==> config.mk <==
export PLATFORM = sky130hd
export DESIGN_NAME = valve_stepper_position_controller
export DESIGN_NICKNAME = d
export VERILOG_FILES = /design/src/rtl/vspc_pkg.sv /design/src/rtl/vspc_tick.sv /design/src/rtl/valve_stepper_position_controller.sv
export SDC_FILE = /design/constraint.sdc
export NUM_CORES = 1
export LEC_CHECK = 0
export BUFFER_PORTS_ARGS = -buffer_cell sky130_fd_sc_hd__buf_2
export CAP_MARGIN = 20
export CORE_UTILIZATION = 40
export CTS_BUF_LIST = sky130_fd_sc_hd__clkbuf_4 sky130_fd_sc_hd__clkbuf_8
export CTS_CLUSTER_DIAMETER = 30
export DETAILED_ROUTE_END_ITERATION = 10
export HOLD_SLACK_MARGIN = 0.05
export PLACE_DENSITY = 0.66
export SYNTH_ARGS = -nofsm -noshare
export SYNTH_HDL_FRONTEND = slang
export SYNTH_SLANG_ARGS = --single-unit
==> constraint.sdc <==
create_clock -name clk -period 9.77 [get_ports clk]
set_input_delay 1.954 -clock clk [delete_from_list [all_inputs] [get_ports clk]]
set_output_delay 1.954 -clock clk [all_outputs]
set_load 0.03 [all_outputs]
==> src/rtl/vspc_pkg.sv <==
package vspc_pkg;

    localparam int POS_W    = 15;
    localparam int SOFT_W   = 10;
    localparam int PAT_W    = 16;
    localparam int FRAC_W   = 16;
    localparam int CFG_IDX_W = 2;
    localparam int CFG_W    = 16;
    localparam int IN_W     = 24;
    localparam int OUT_W    = 24;

    localparam logic [CFG_IDX_W-1:0] REG_TRAVEL_MAX     = 2'd0;
    localparam logic [CFG_IDX_W-1:0] REG_SOFT_START_LEN = 2'd1;
    localparam logic [CFG_IDX_W-1:0] REG_PHASE_PATTERN  = 2'd2;
    localparam logic [CFG_IDX_W-1:0] REG_START_POSITION = 2'd3;

    localparam logic [POS_W-1:0]  TRAVEL_MAX_RST     = 15'd1000;
    localparam logic [SOFT_W-1:0] SOFT_START_LEN_RST = 10'd200;
    localparam logic [PAT_W-1:0]  PHASE_PATTERN_RST  = 16'd19890;
    localparam logic [POS_W-1:0]  START_POSITION_RST = 15'd0;

    localparam logic signed [FRAC_W:0] FRAC_ONE = 17'sd16384;

    localparam logic [1:0] DIR_NONE = 2'd0;
    localparam logic [1:0] DIR_FWD  = 2'd1;
    localparam logic [1:0] DIR_BACK = 2'd2;

    typedef struct packed {
        logic [POS_W-1:0]  pos;
        logic [1:0]        phase;
        logic [3:0]        coil;
        logic [SOFT_W-1:0] soft_cnt;
        logic [1:0]        dir;
    } motion_t;

    typedef struct packed {
        logic [POS_W-1:0]  pos;
        logic [1:0]        phase;
        logic [3:0]        coil;
        logic [SOFT_W-1:0] soft_cnt;
        logic              open_seen;
        logic              close_seen;
        logic              goto_seen;
    } ctrl_state_t;

    typedef struct packed {
        logic             open_req;
        logic             close_req;
        logic             goto_req;
        logic [POS_W-1:0] tgt;
        logic             range_error;
    } tick_in_t;

    typedef struct packed {
        logic              range_error;
        logic              target_reached;
        logic              busy_res;
        logic [1:0]        step_dir;
        logic [POS_W-1:0]  position;
        logic [3:0]        coils;
    } result_t;

    typedef struct packed {
        logic [POS_W-1:0]  travel_max;
        logic [SOFT_W-1:0] soft_start_len;
        logic [PAT_W-1:0]  phase_pattern;
    } cfg_t;

    function automatic motion_t soft_step(
        input motion_t          m,
        input logic             fwd,
        input logic [PAT_W-1:0] pattern,
        input logic [POS_W-1:0] limit
    );
        motion_t r;
        logic    do_step;
        r       = m;
        do_step = (m.soft_cnt == '0) || (m.soft_cnt[1:0] != 2'd0);
        if (m.soft_cnt != '0)
        begin
            r.soft_cnt = m.soft_cnt - 1'b1;
        end
        if (do_step)
        begin
            if (fwd)
            begin
                if (m.pos < limit)
                begin
                    r.phase = m.phase + 2'd1;
                    r.pos   = m.pos + 1'b1;
                    r.coil  = ~pattern[{r.phase, 2'b00} +: 4];
                    r.dir   = DIR_FWD;
                end
            end
            else
            begin
                if (m.pos != '0)
                begin
                    r.phase = m.phase - 2'd1;
                    r.pos   = m.pos - 1'b1;
                    r.coil  = ~pattern[{r.phase, 2'b00} +: 4];
                    r.dir   = DIR_BACK;
                end
            end
        end
        return r;
    endfunction

endpackage

==> src/rtl/vspc_tick.sv <==
module vspc_tick
    import vspc_pkg::*;
(
    input  ctrl_state_t      st,
    input  tick_in_t         tin,
    input  cfg_t             cfg,
    input  logic [POS_W-1:0] limit,
    output ctrl_state_t      st_next,
    output result_t          res
);

    motion_t m;
    logic    o_seen;
    logic    c_seen;
    logic    g_seen;
    logic    stop;
    logic    busy;
    logic    reached;
    logic    rerr;

    always_comb
    begin
        m       = '{pos: st.pos, phase: st.phase, coil: st.coil, soft_cnt: st.soft_cnt,
                    dir: DIR_NONE};
        o_seen  = st.open_seen;
        c_seen  = st.close_seen;
        g_seen  = st.goto_seen;
        stop    = 1'b0;
        busy    = 1'b0;
        reached = 1'b0;
        rerr    = 1'b0;

        // a new request restarts the slow ramp
        if ((tin.open_req && !st.open_seen) || (tin.close_req && !st.close_seen)
            || (tin.goto_req && !st.goto_seen))
        begin
            m.soft_cnt = cfg.soft_start_len;
            o_seen = 1'b1;
            c_seen = 1'b1;
            g_seen = 1'b1;
        end

        if (tin.open_req)
        begin
            if (m.pos < cfg.travel_max)
            begin
                m = soft_step(m, 1'b1, cfg.phase_pattern, limit);
            end
            else
            begin
                busy = 1'b1;
                stop = 1'b1;
            end
        end
        else
        begin
            o_seen = 1'b0;
        end

        if (!stop)
        begin
            if (tin.close_req)
            begin
                if (m.pos != '0)
                begin
                    m = soft_step(m, 1'b0, cfg.phase_pattern, limit);
                end
                else
                begin
                    busy = 1'b1;
                    stop = 1'b1;
                end
            end
            else
            begin
                c_seen = 1'b0;
            end
        end

        if (!stop)
        begin
            if (tin.goto_req)
            begin
                rerr = tin.range_error;
                if (tin.tgt < m.pos)
                begin
                    m = soft_step(m, 1'b0, cfg.phase_pattern, limit);
                end
                else if (tin.tgt > m.pos)
                begin
                    m = soft_step(m, 1'b1, cfg.phase_pattern, limit);
                end
                else
                begin
                    reached = 1'b1;
                    g_seen  = 1'b0;
                end
                busy = 1'b1;
            end
            else
            begin
                g_seen = 1'b0;
            end
        end

        st_next.pos        = m.pos;
        st_next.phase      = m.phase;
        st_next.coil       = m.coil;
        st_next.soft_cnt   = m.soft_cnt;
        st_next.open_seen  = o_seen;
        st_next.close_seen = c_seen;
        st_next.goto_seen  = g_seen;

        res.coils          = m.coil;
        res.position       = m.pos;
        res.step_dir       = m.dir;
        res.busy_res       = busy;
        res.target_reached = reached;
        res.range_error    = rerr;
    end

endmodule

==> src/rtl/valve_stepper_position_controller.sv <==
// channel   dir  beat fields (lsb first)
// s_axis    in   open_req, close_req, goto_req, target_frac (s16)
// m_axis    out  coils, position, step_dir, busy_res, target_reached, range_error
// cfg       in   write enable, register index, data (16 bit), no read-back
//
// two register stages: the target multiply feeds the input register, the
// position update feeds the output register; one beat per cycle while not stalled
// rst_n clears control state, restores config defaults and loads the reset start position
// m_tready low stalls the output register, then the input register, then s_tready
module valve_stepper_position_controller
    import vspc_pkg::*;
#(
    parameter int HARD_LIMIT = 30000
)
(
    input  logic                 clk,
    input  logic                 rst_n,
    input  logic                 s_tvalid,
    output logic                 s_tready,
    input  logic [IN_W-1:0]      s_tdata,   // open_req, close_req, goto_req, target_frac[15:0]
    output logic                 m_tvalid,
    input  logic                 m_tready,
    output logic [OUT_W-1:0]     m_tdata,   // coils[3:0], position[14:0], step_dir[1:0],
                                            // busy_res, target_reached, range_error
    input  logic                 cfg_en,
    input  logic [CFG_IDX_W-1:0] cfg_addr,
    input  logic [CFG_W-1:0]     cfg_data
);

    localparam logic [POS_W-1:0] LIMIT = POS_W'(HARD_LIMIT);

    cfg_t        cfg_reg;
    ctrl_state_t st_reg;
    ctrl_state_t st_next;
    logic [POS_W-1:0] start_sat;

    // input stage
    logic             a_valid_reg;
    tick_in_t         a_reg;
    tick_in_t         a_next;
    logic signed [FRAC_W-1:0] frac;
    logic signed [FRAC_W:0]   frac_off;
    logic [FRAC_W-1:0]        off_u;
    logic [FRAC_W+POS_W-1:0]  prod;
    logic             in_range;

    // output stage
    logic             m_valid_reg;
    result_t          res;
    result_t          m_res_reg;

    logic             out_adv;
    logic             a_fire;
    logic             s_fire;

    assign out_adv  = !m_valid_reg || m_tready;
    assign a_fire   = a_valid_reg && out_adv;
    assign s_tready = !a_valid_reg || out_adv;
    assign s_fire   = s_tvalid && s_tready;

    assign frac     = s_tdata[FRAC_W+2:3];
    assign in_range = (frac <= 16'sd16384) && (frac >= -16'sd16384);
    assign frac_off = FRAC_W'(frac) + FRAC_ONE;
    assign off_u    = frac_off[FRAC_W-1:0];
    assign prod     = off_u * cfg_reg.travel_max;

    always_comb
    begin
        a_next.open_req    = s_tdata[0];
        a_next.close_req   = s_tdata[1];
        a_next.goto_req    = s_tdata[2];
        a_next.range_error = !in_range;
        a_next.tgt         = in_range ? prod[POS_W+14:15] : '0;
    end

    assign start_sat = (cfg_data[POS_W-1:0] > LIMIT) ? LIMIT : cfg_data[POS_W-1:0];

    vspc_tick u_tick (
        .st      (st_reg),
        .tin     (a_reg),
        .cfg     (cfg_reg),
        .limit   (LIMIT),
        .st_next (st_next),
        .res     (res)
    );

    always_ff @(posedge clk or negedge rst_n)
    begin
        if (!rst_n)
        begin
            cfg_reg.travel_max     <= TRAVEL_MAX_RST;
            cfg_reg.soft_start_len <= SOFT_START_LEN_RST;
            cfg_reg.phase_pattern  <= PHASE_PATTERN_RST;
            st_reg.pos             <= (START_POSITION_RST > LIMIT) ? LIMIT : START_POSITION_RST;
            st_reg.phase           <= '0;
            st_reg.coil            <= '0;
            st_reg.soft_cnt        <= '0;
            st_reg.open_seen       <= 1'b0;
            st_reg.close_seen      <= 1'b0;
            st_reg.goto_seen       <= 1'b0;
            a_valid_reg            <= 1'b0;
            m_valid_reg            <= 1'b0;
        end
        else
        begin
            if (cfg_en)
            begin
                case (cfg_addr)
                    REG_TRAVEL_MAX:     cfg_reg.travel_max     <= cfg_data[POS_W-1:0];
                    REG_SOFT_START_LEN: cfg_reg.soft_start_len <= cfg_data[SOFT_W-1:0];
                    REG_PHASE_PATTERN:  cfg_reg.phase_pattern  <= cfg_data[PAT_W-1:0];
                    REG_START_POSITION: st_reg.pos             <= start_sat;
                    default: ;
                endcase
            end
            else if (a_fire)
            begin
                st_reg <= st_next;
            end

            if (s_tready)
            begin
                a_valid_reg <= s_tvalid;
            end
            if (out_adv)
            begin
                m_valid_reg <= a_valid_reg;
            end
        end
    end

    always_ff @(posedge clk)
    begin
        if (s_fire)
        begin
            a_reg <= a_next;
        end
        if (a_fire)
        begin
            m_res_reg <= res;
        end
    end

    assign m_tvalid = m_valid_reg;
    assign m_tdata  = {m_res_reg.range_error, m_res_reg.target_reached, m_res_reg.busy_res,
                       m_res_reg.step_dir, m_res_reg.position, m_res_reg.coils};

endmodule

== After elaboration in Yosys (flattened, before gate mapping) ==
Cells that the tools add are included.

* Memories: 0
* Register bits after elaboration: 120
* Output and inout port bits: 26
* Input port bits: 47
* Latch bits: 0
* RAM bits: 0
* Memory bits (read-only): 0

* $mul: 1
* Equal/unequal tests: 5
* Magnitude comparators: 8
* Bitwise gates (word level): 6
* Add/sub/neg operators: 12
* Reductions and logical operators: 40
* Shift operators: 4
* Divide/modulo/power cells: 0
* Muxes and demuxes: 48

{| class="wikitable"
|+ Operator list
! operator !! count
|-
| $mux W33 || 9
|-
| $mux W21 || 7
|-
| $shiftx A16 B5 Y4 || 4
|-
| $mux W15 || 3
|-
| $mux W10 || 4
|-
| $mux W34 || 1
|-
| $add A15 B1 Y15 const B || 2
|-
| $logic_not A10 Y1 || 3
|-
| $lt A15 B15 Y1 || 2
|-
| $lt A15 B15 Y1 const B || 2
|-
| $mul A16 B15 Y30 || 1
|-
| $reduce_bool A10 Y1 || 3
|-
| $reduce_bool A15 Y1 || 2
|-
| $sub A10 B1 Y10 const B || 3
|-
| $sub A15 B1 Y15 const B || 2
|-
| $mux W1 || 18
|-
| $add A16 B16 Y16 const B || 1
|-
| $ge A16 B15 Y1 const B || 1
|-
| $le A16 B16 Y1 const B || 1
|-
| $not A4 Y4 || 4
|-
| $gt A15 B15 Y1 || 1
|-
| $gt A15 B15 Y1 const B || 1
|-
| $mux W2 || 6
|-
| $reduce_and A2 Y1 || 5
|-
| 14 further kinds || 38
|}

== Longest topological paths before layout ==
Gate-level depths: netlist (run 1).

* Depth after elaboration: 28
* Depth in mapped cells: 35

== Hierarchy ==
A second synthesis (run 1) with hierarchy kept.

* Cell total of the unflattened synthesis: 1,960
* Area, all modules: 17,748.3 µm²

{| class="wikitable"
|+ By module, submodules not included
! module !! seq. area each (µm²) !! area each (µm²) !! cells each !! instances
|-
| valve_stepper_position_controller || 3,239.4 || 12,371.9 || 1,188 || 1
|-
| vspc_tick || 0.0 || 5,376.4 || 772 || 1
|}

== Worst setup path after synthesis (run 1) ==
Ideal clock, no wire load.

* Path type: input to register
* Start point: input port s_tdata[11]
* End point: register a_reg[15] (netlist bit) (data pin)
* Path buffers: 1
* Library setup time: 0.266 ns
* Stages on the path: 28
* Arrival time: 7.840 ns
* Path slack: 1.664 ns
* Cell sequence: clkbuf_1 > nand2_1 > fa_1 > inv_1 > fa_1 > inv_1 > fa_1 > inv_1 > fa_1 > fa_1 > fa_1 > ha_1 > a21oi_1 > nor2b_1 > o21ai_0 > nand2b_1 > nor4_1 > o21ai_0 > a311oi_1 > o21ai_0 > a31oi_1 > a21oi_1 > a21oi_1 > o21bai_1 > a21o_1 > a21oi_1 > xnor2_1 > nor2_1

* Word-level cells in the longest chain between the ends: 2
* Elaborated cells between the ends (all ways): 5
* Classes of those cells: add/sub (1); mul (1); order compare (2); reduce/logical (1)

{| class="wikitable"
|+ Ends and longest elaborated chain
! element !! line !! source
|-
| from (decl) || valve_stepper_position_controller.sv:20 || <nowiki>input logic [IN_W-1:0] s_tdata,</nowiki>
|-
| $add A16 B16 Y16, or another cell as far along || valve_stepper_position_controller.sv:63 || <nowiki>assign frac_off = FRAC_W'(frac) + FRAC_ONE;</nowiki>
|-
| $mul A16 B15 Y30 or $logic_and A1 B1 Y1 (tied branches) || valve_stepper_position_controller.sv:65, valve_stepper_position_controller.sv:62 ||
|-
| to (signal assigned) || valve_stepper_position_controller.sv:136 || <nowiki>a_reg <= a_next;</nowiki>
|-
| to (decl) || valve_stepper_position_controller.sv:39 || <nowiki>tick_in_t a_reg;</nowiki>
|}

Parallel ways exist; a longest one is shown, timed or not.
A chain may end at the register's enable or synchronous reset.

==> parameters.txt, run 1 <==
Parameter                              Value

Critical path
  Cell type of the slowest stage on the worst timing path    dfstp_2
  Worst Setup Start Kind    flop
  Critical Path AT    about 9.2 ns
  Longest individual stage delay on the worst path    around 0.78 ns
  Largest fanout on the critical path    18
  Required @ worst endpoint    10.18 ns
  Crit path capture type    flop
  Type of the worst setup path    flop to flop

Synth
  Share of Yosys cell area claimed by the top area cell type    between 20% and 30%
  Post-synth top flop    dfrtp_1
  Synthesized area per cell    about 9.2 um^2
  Post-Synthesis Cells    between 1,500 and 2,000
  Area leader, netlist    fa_1
  Leading cell types by total area after synthesis    fa_1, ha_1, dfrtp_1, edfxtp_1, nand2_1
  Seq/Total Area, Yosys    19.78%
  Count of yosys warnings during synthesis    0
  Count of distinct cell types in the synthesized netlist    between 100 and 150
  Net count after synthesis    between 2,000 and 2,500
  Area of the mapped netlist    about 0.016 mm^2
  Synthesis-stage register bit count    120
  Post-synthesis async set-or-reset flop share    between 60% and 70%
  Count of flip-flops with a built-in enable after synthesis    43

Timing
  Pins Over Slew Limit    0
  Final worst path period share    89.80%
  Setup TNS after final layout    0 ns
  Number of hold violations in the final report    0
  Unrepaired setup endpoints after global routing    false
  Achievable frequency    between 100 and 150 MHz
  Final setup violating endpoints    0
  Worst relative slew slack    a little under a quarter
  Final critical-path required period    just under 9 ns
  Transition time at the pin with the least slew margin    between 1 and 1.5 ns
  Worst-case clock skew    around 0.022 ns

Route
  Remaining DRCs    0
  Wire length after detailed routing    roughly 47,000 um
  TritonRoute pass-1 iters    5
  Via density per instance    5.723
  First-iteration detailed-routing DRC count    821
  Routed vias    13,380
  Antenna violation net count after detailed routing    0
  Routed length per placed instance    20.19 um

Clock network
  Number of buffers added to fix hold violations after cts    0
  Clk slew on worst S/H paths    around 0.1 ns
  Latest clock arrival within the worst-skew pair    about 0.47 ns
  Total CTS buffers    17
  H-tree levels    4
  Post-CTS setup-driven buffer insertion count    0
  Clock tree from TritonCTS    done
  Post-CTS Resized    0
  Root Buffer    clkbuf_8
  Clock sink total    120
  Max Buffers Root-to-Sink    2

Finish
  Largest register FFs    41
  Diodes inserted    0
  Fraction of final layout cells with drive strength greater than 1    a little over an eighth
  Relative area change from synthesis to final layout    7.305%
  Nets@finish    2,147
  Final core utilization    43.82%

Global route
  GRT Overall Usage    a little under a quarter
  Number of antenna violations at the first check in global routing    0
  Maximum number of pins on one net before global-route repair    53
  Via count of the first global-routing pass    between 10,000 and 15,000
  Leftover overflow at the end of global routing    0
  Global-route wire length before repair    76,050 um

Floorplanning
  Boundary pin count    73
  Die X-Extent    204.3 um
  Number of rows in the core area    73
  Area of the core region    between 0.04 and 0.05 mm^2
  Die Ht    around 200 um
  Starting density of the core    between 40% and 50%
  Die Footprint    ~0.042 mm^2

Placement
  Number of I/O port buffers    67
  Final weighted congestion of routability-driven global placement    ~0.96
  HPWL Detailed    ~36,000 um

Min path
  Worst hold-check path type    flop to flop

Outcome
  Result of the run    completed

Run
  Max Cap Violations    0
[worst paths after layout]
kind                                         startpoint                     end  slack (ns)  cells after the start
worst max-delay path            cfg_reg[34]$_DFFE_PN1P_  st_reg[21]$_DFFE_PN0P_         1.0                     31
worst min-delay path            a_valid_reg$_DFFE_PN0N_    m_tvalid$_DFFE_PN0P_        0.51                      1
worst max register to register  cfg_reg[34]$_DFFE_PN1P_  st_reg[21]$_DFFE_PN0P_         1.0                     31
worst min register to register  a_valid_reg$_DFFE_PN0N_    m_tvalid$_DFFE_PN0P_        0.51                      1
max in group asynchronous                         rst_n  st_reg[27]$_DFFE_PN0P_        7.31                      2
min in group asynchronous                         rst_n  st_reg[10]$_DFFE_PN0P_        1.39                      1
[layout by cell type (no fill, tap or decap), types with 56 or more instances in the layout]
cell type and instances:
nor2_1 115, dfrtp_1 60, fa_1 178, nand2_1 227, ha_1 122, xnor2_1 56
buf_2 66, and2_1 86, inv_1 201
[cell type report]
type	count	area, um^2
fillers	3824	22530
multi-input cells	1372	12050
flip-flops and latches	120	3239
inverters	204	765.7
well taps	525	656.9
repair buffers	85	473.0
clock buffers	17	234.0
clock inverters	15	155.1
[Yosys cell counts (all sizes together), types with 7 or more instances]
| library cell | count |
|---|---|
| nor4 | 19 |
| a22o | 12 |
| buf | 25 |
| a211oi | 12 |
| or3 | 12 |
| nor2 | 119 |
| and2 | 87 |
| a22oi | 7 |
| clkbuf | 50 |
| dfrtp | 60 |
| and3 | 21 |
| mux2 | 37 |
| o22ai | 8 |
| o211ai | 11 |
| fa | 178 |
| a31oi | 9 |
| xnor2 | 58 |
| nand2 | 227 |
| nor3 | 37 |
| a21oi | 56 |
| edfxtp | 43 |
| nor2b | 8 |
| a311oi | 8 |
| or2 | 8 |
| ha | 122 |
| nand2b | 17 |
| mux2i | 41 |
| inv | 203 |
| dfstp | 17 |
| or4 | 8 |
| nand4 | 9 |
| a21o | 14 |
| o2111ai | 8 |
| o31ai | 7 |
| xor2 | 25 |
| nand3b | 9 |
| o21ai | 58 |
| nand3 | 36 |
[logic make-up (layout without fill, tap and decap cells)]
group | after synthesis | after routing | synth area share (%)
AND/OR/NAND/NOR | 639 | 639 | 19.74
adder cells (fa/ha/maj) | 300 | 300 | 31.08
buffers and inverters | 279 | 321 | 6.678
AO/OA/AOI/OAI | 266 | 266 | 12.19
flip-flops | 120 | 120 | 19.78
XOR/XNOR | 85 | 85 | 4.906
multiplexers | 82 | 82 | 5.624
[worst max-delay path, delay by kind of cell, from the launching register on]
family,cells,cell delay (ns)
simple gates,9,2.42
mux,1,0.25
flops,1,0.78
buf+inv,3,0.58
compound gates,12,2.43
fa+ha+maj,3,1.09
xor+xnor,3,1.14
[routing by layer]
layer  GRT usage, %  vias to the layer above  part of all wire [%]
met3          2.854                      107                   5.7
met1          30.93                     6711                    43
li1               -                     6062                     -
met2          38.78                      500                    48
met4          10.47                        0                   4.0
met5              0                        -                     0
[metrics by stage]
step                cells  cell area, um^2  setup slack (ns)  hold WS (ns)
finish               2338            17570            0.9963        0.5094
global route         2338            17570            0.4378        0.5328
CTS                  2337            17560             1.122        0.5106
detailed placement   2305            17170            0.7363        0.4832
global placement     2305            17170            0.8399        0.4758
floorplan            1771            16370             1.664        0.4572
Power of run 1 is left out: the tool's default activity adds up to more than one toggle a clock period on the data nets, which glitch-free logic cannot reach.
==> run 2, diff against run 1 <==
--- a/config.mk
+++ b/config.mk
@@ -12,7 +12,7 @@
 export CTS_CLUSTER_DIAMETER = 30
 export DETAILED_ROUTE_END_ITERATION = 10
 export HOLD_SLACK_MARGIN = 0.05
-export PLACE_DENSITY = 0.66
+export PLACE_DENSITY = 0.68
 export SYNTH_ARGS = -nofsm -noshare
 export SYNTH_HDL_FRONTEND = slang
 export SYNTH_SLANG_ARGS = --single-unit
==> constraint.sdc (replaced) <==
create_clock -name clk -period 7.4 [get_ports clk]
set_input_delay 1.48 -clock clk [delete_from_list [all_inputs] [get_ports clk]]
set_output_delay 1.48 -clock clk [all_outputs]
set_load 0.03 [all_outputs]
==> run 2 against run 1 <==
  * Non-clock buffer count increased by 136
  * Worst hold slack improved by 0.012 ns
  * Global-route usage increased by 0.93 points
  * Via count increased by 5.4%
  * Clock skew decreased by 0.0024 ns
  * Setup slack got worse by 0.85 ns
  * Highest routed layer unchanged
  * First-iteration DRC count increased by 36%
  * Largest cell class unchanged
  * Utilization increased by 3.8 points
  * Count of clock-buffer cells in the layout increased by 1
  * Design area increased by 8.8%
  * Flip-flop and latch count unchanged
==> parameters.txt, run 2 (synthesis gave the netlist of run 1 again) <==
Parameter                              Value

Outcome
  Result of the run    completed

Critical path
  Setup crit start    s_tdata[15]
  Required @ worst endpoint    7.60 ns (-2.58 ns)
  Last element of the critical path    a_reg[15]$_SDFFCE_PN0P_
  Reg-to-reg slack, setup    0.30 ns (-0.70 ns)
  Number of cells traversed by the worst register-to-register path    29 (-6.5%)
  Startpoint of the worst register-to-register path    cfg_reg[32]$_DFFE_PN1P_
  Worst Setup Start Kind    input pin
  Reg-to-reg endpoint    st_reg[27]$_DFFE_PN0P_
  Crit path capture type    flop
  Critical Path AT    7.45 ns (-1.73 ns)
  Largest fanout on the critical path    4 (-14)
  Type of the worst setup path    input pin to flop

Timing
  Final setup violating endpoints    0 (unchanged)
  Final critical-path required period    slightly above 7 ns
  Pins Over Slew Limit    0 (unchanged)
  Worst-case clock skew    0.01930 ns (-0.002363 ns)
  Transition time at the pin with the least slew margin    1.001 ns (-0.1541 ns)
  Final worst path period share    slightly below 100%
  Unrepaired setup endpoints after global routing    true
  Number of hold violations in the final report    0 (unchanged)
  Worst relative slew slack    33.20% (+10 points)
  Achievable frequency    approximately 140 MHz

Route
  TritonRoute pass-1 iters    6 (+1)
  Routed vias    14,100 (+5.4%)
  Antenna violation net count after detailed routing    0 (unchanged)
  Wire length after detailed routing    49,200 um (+4.2%)
  First-iteration detailed-routing DRC count    1,115 (+36%)
  Via density per instance    5.698 (-0.43%)
  Routed length per placed instance    19.89 um (-1.5%)
  Remaining DRCs    0 (unchanged)

Clock network
  Clock sink total    120 (unchanged)
  Total CTS buffers    17 (unchanged)
  Clk slew on worst S/H paths    0.10 ns (about the same)
  H-tree levels    4 (unchanged)
  Clock tree from TritonCTS    done
  Number of buffers added to fix hold violations after cts    0 (unchanged)
  Root Buffer    clkbuf_8
  Max Buffers Root-to-Sink    2 (unchanged)
  Latest clock arrival within the worst-skew pair    0.47 ns (about the same)

Global route
  Leftover overflow at the end of global routing    0 (unchanged)
  Global-route wire length before repair    79,120 um (+4.0%)
  Maximum number of pins on one net before global-route repair    78 (+47%)
  GRT Overall Usage    24.48% (+0.93 points)
  Via count of the first global-routing pass    14,350 (+3.3%)
  Number of antenna violations at the first check in global routing    0 (unchanged)

Floorplanning
  Number of rows in the core area    73 (unchanged)
  Boundary pin count    73 (unchanged)
  Die X-Extent    204.3 um (unchanged)
  Starting density of the core    40.84% (unchanged)
  Die Ht    204.3 um (unchanged)
  Area of the core region    0.04010 mm^2 (unchanged)
  Die Footprint    0.04175 mm^2 (unchanged)

Finish
  Largest register FFs    41 (unchanged)
  Nets@finish    2,283 (+6.3%)
  Fin cells    2,474 (+5.8%)
  Top library cells by usage in the layout, fill and taps aside    nand2_1, inv_1, fa_1
  Diodes inserted    0 (unchanged)
  Fraction of final layout cells with drive strength greater than 1    22.37% (+9.2 points)
  Relative area change from synthesis to final layout    16.73%
  Most common cell after layout, fill and taps aside    nand2_1

Min path
  Worst hold-check path type    flop to flop

Placement
  HPWL Detailed    39,280 um (+8.4%)
  Final weighted congestion of routability-driven global placement    0.9953 (+3.8%)
  Total instance count after detailed placement    2,422 (+5.1%)
  Number of I/O port buffers    67 (unchanged)

Run
  Max Cap Violations    0 (unchanged)
-- run 2: stage by stage --
step | setup TNS (ns) | setup slack, ns | util [%] | area, um^2 | hold WS (ns)
final | 0 | 0.1447 | 47.67 | 19110 | 0.5213
after global routing | -0.1777 | -0.1061 | 47.67 | 19110 | 0.5361
after CTS | 0 | 0.001719 | 46.40 | 18610 | 0.5218
after detailed placement | -3.662 | -0.7911 | 45.07 | 18070 | 0.4988
after global placement | -2.448 | -0.6046 | 45.07 | 18070 | 0.4786
after floorplan | 0 | 0.0002487 | - | 16400 | 0.4572
-- run 2: area by class of cell --
cell class / count / area, um^2
flip-flops and latches: 120 / 3239
well taps: 525 / 656.9
fillers: 3720 / 20980
clock inverters: 14 / 163.9
inverters: 204 / 767.0
multi-input cells: 1372 / 12390
clock buffers: 18 / 241.5
repair buffers: 221 / 1655
-- run 2: layer usage --
metal	vias up	share of wire [%]	wire length, um	track usage (%)
met2	594	47	22960	39.49
met4	0	3.3	1630	8.475
met1	7059	43	21120	33.71
met5	-	0	0	0
li1	6338	-	-	-
met3	106	7.1	3488	3.093
-- run 2: worst min-delay path by stage --
stage	cells after the start	end	slack (ns)	start
floorplan	1	m_tvalid$_DFFE_PN0P_	0.46	a_valid_reg$_DFFE_PN0N_
global placement	1	m_tvalid$_DFFE_PN0P_	0.48	a_valid_reg$_DFFE_PN0N_
CTS	1	st_reg[15]$_DFFE_PN0P_	0.52	st_reg[15]$_DFFE_PN0P_
global route	1	st_reg[16]$_DFFE_PN0P_	0.54	st_reg[16]$_DFFE_PN0P_
finish	1	st_reg[15]$_DFFE_PN0P_	0.52	st_reg[15]$_DFFE_PN0P_
detailed placement	1	st_reg[15]$_DFFE_PN0P_	0.50	st_reg[15]$_DFFE_PN0P_
-- run 2: worst max-delay path, cell delays in order --
cell and delay (ns):
buf_8 0.10, and2_4 0.13, fa_1 0.57, fa_1 0.46, fa_1 0.53, fa_1 0.58, fa_1 0.43, fa_1 0.53
ha_4 0.22, a21oi_4 0.17, nor2b_4 0.05, o21ai_2 0.12, nand2b_1 0.13, o21bai_2 0.25, a311oi_2 0.28, buf_4 0.18
o21ai_4 0.08, a31oi_4 0.26, a21oi_4 0.09, a21oi_2 0.16, o21bai_1 0.12, a21o_1 0.20, a21oi_2 0.15, xnor2_1 0.12
nor2_1 0.06
-- run 2: repair_timing --
item	in CTS	in global routing
setup endpoints to repair	5	53
buffers inserted	6	12
resized for setup	21	84
pin swaps	23	43
Power of run 2 is left out for the same reason.
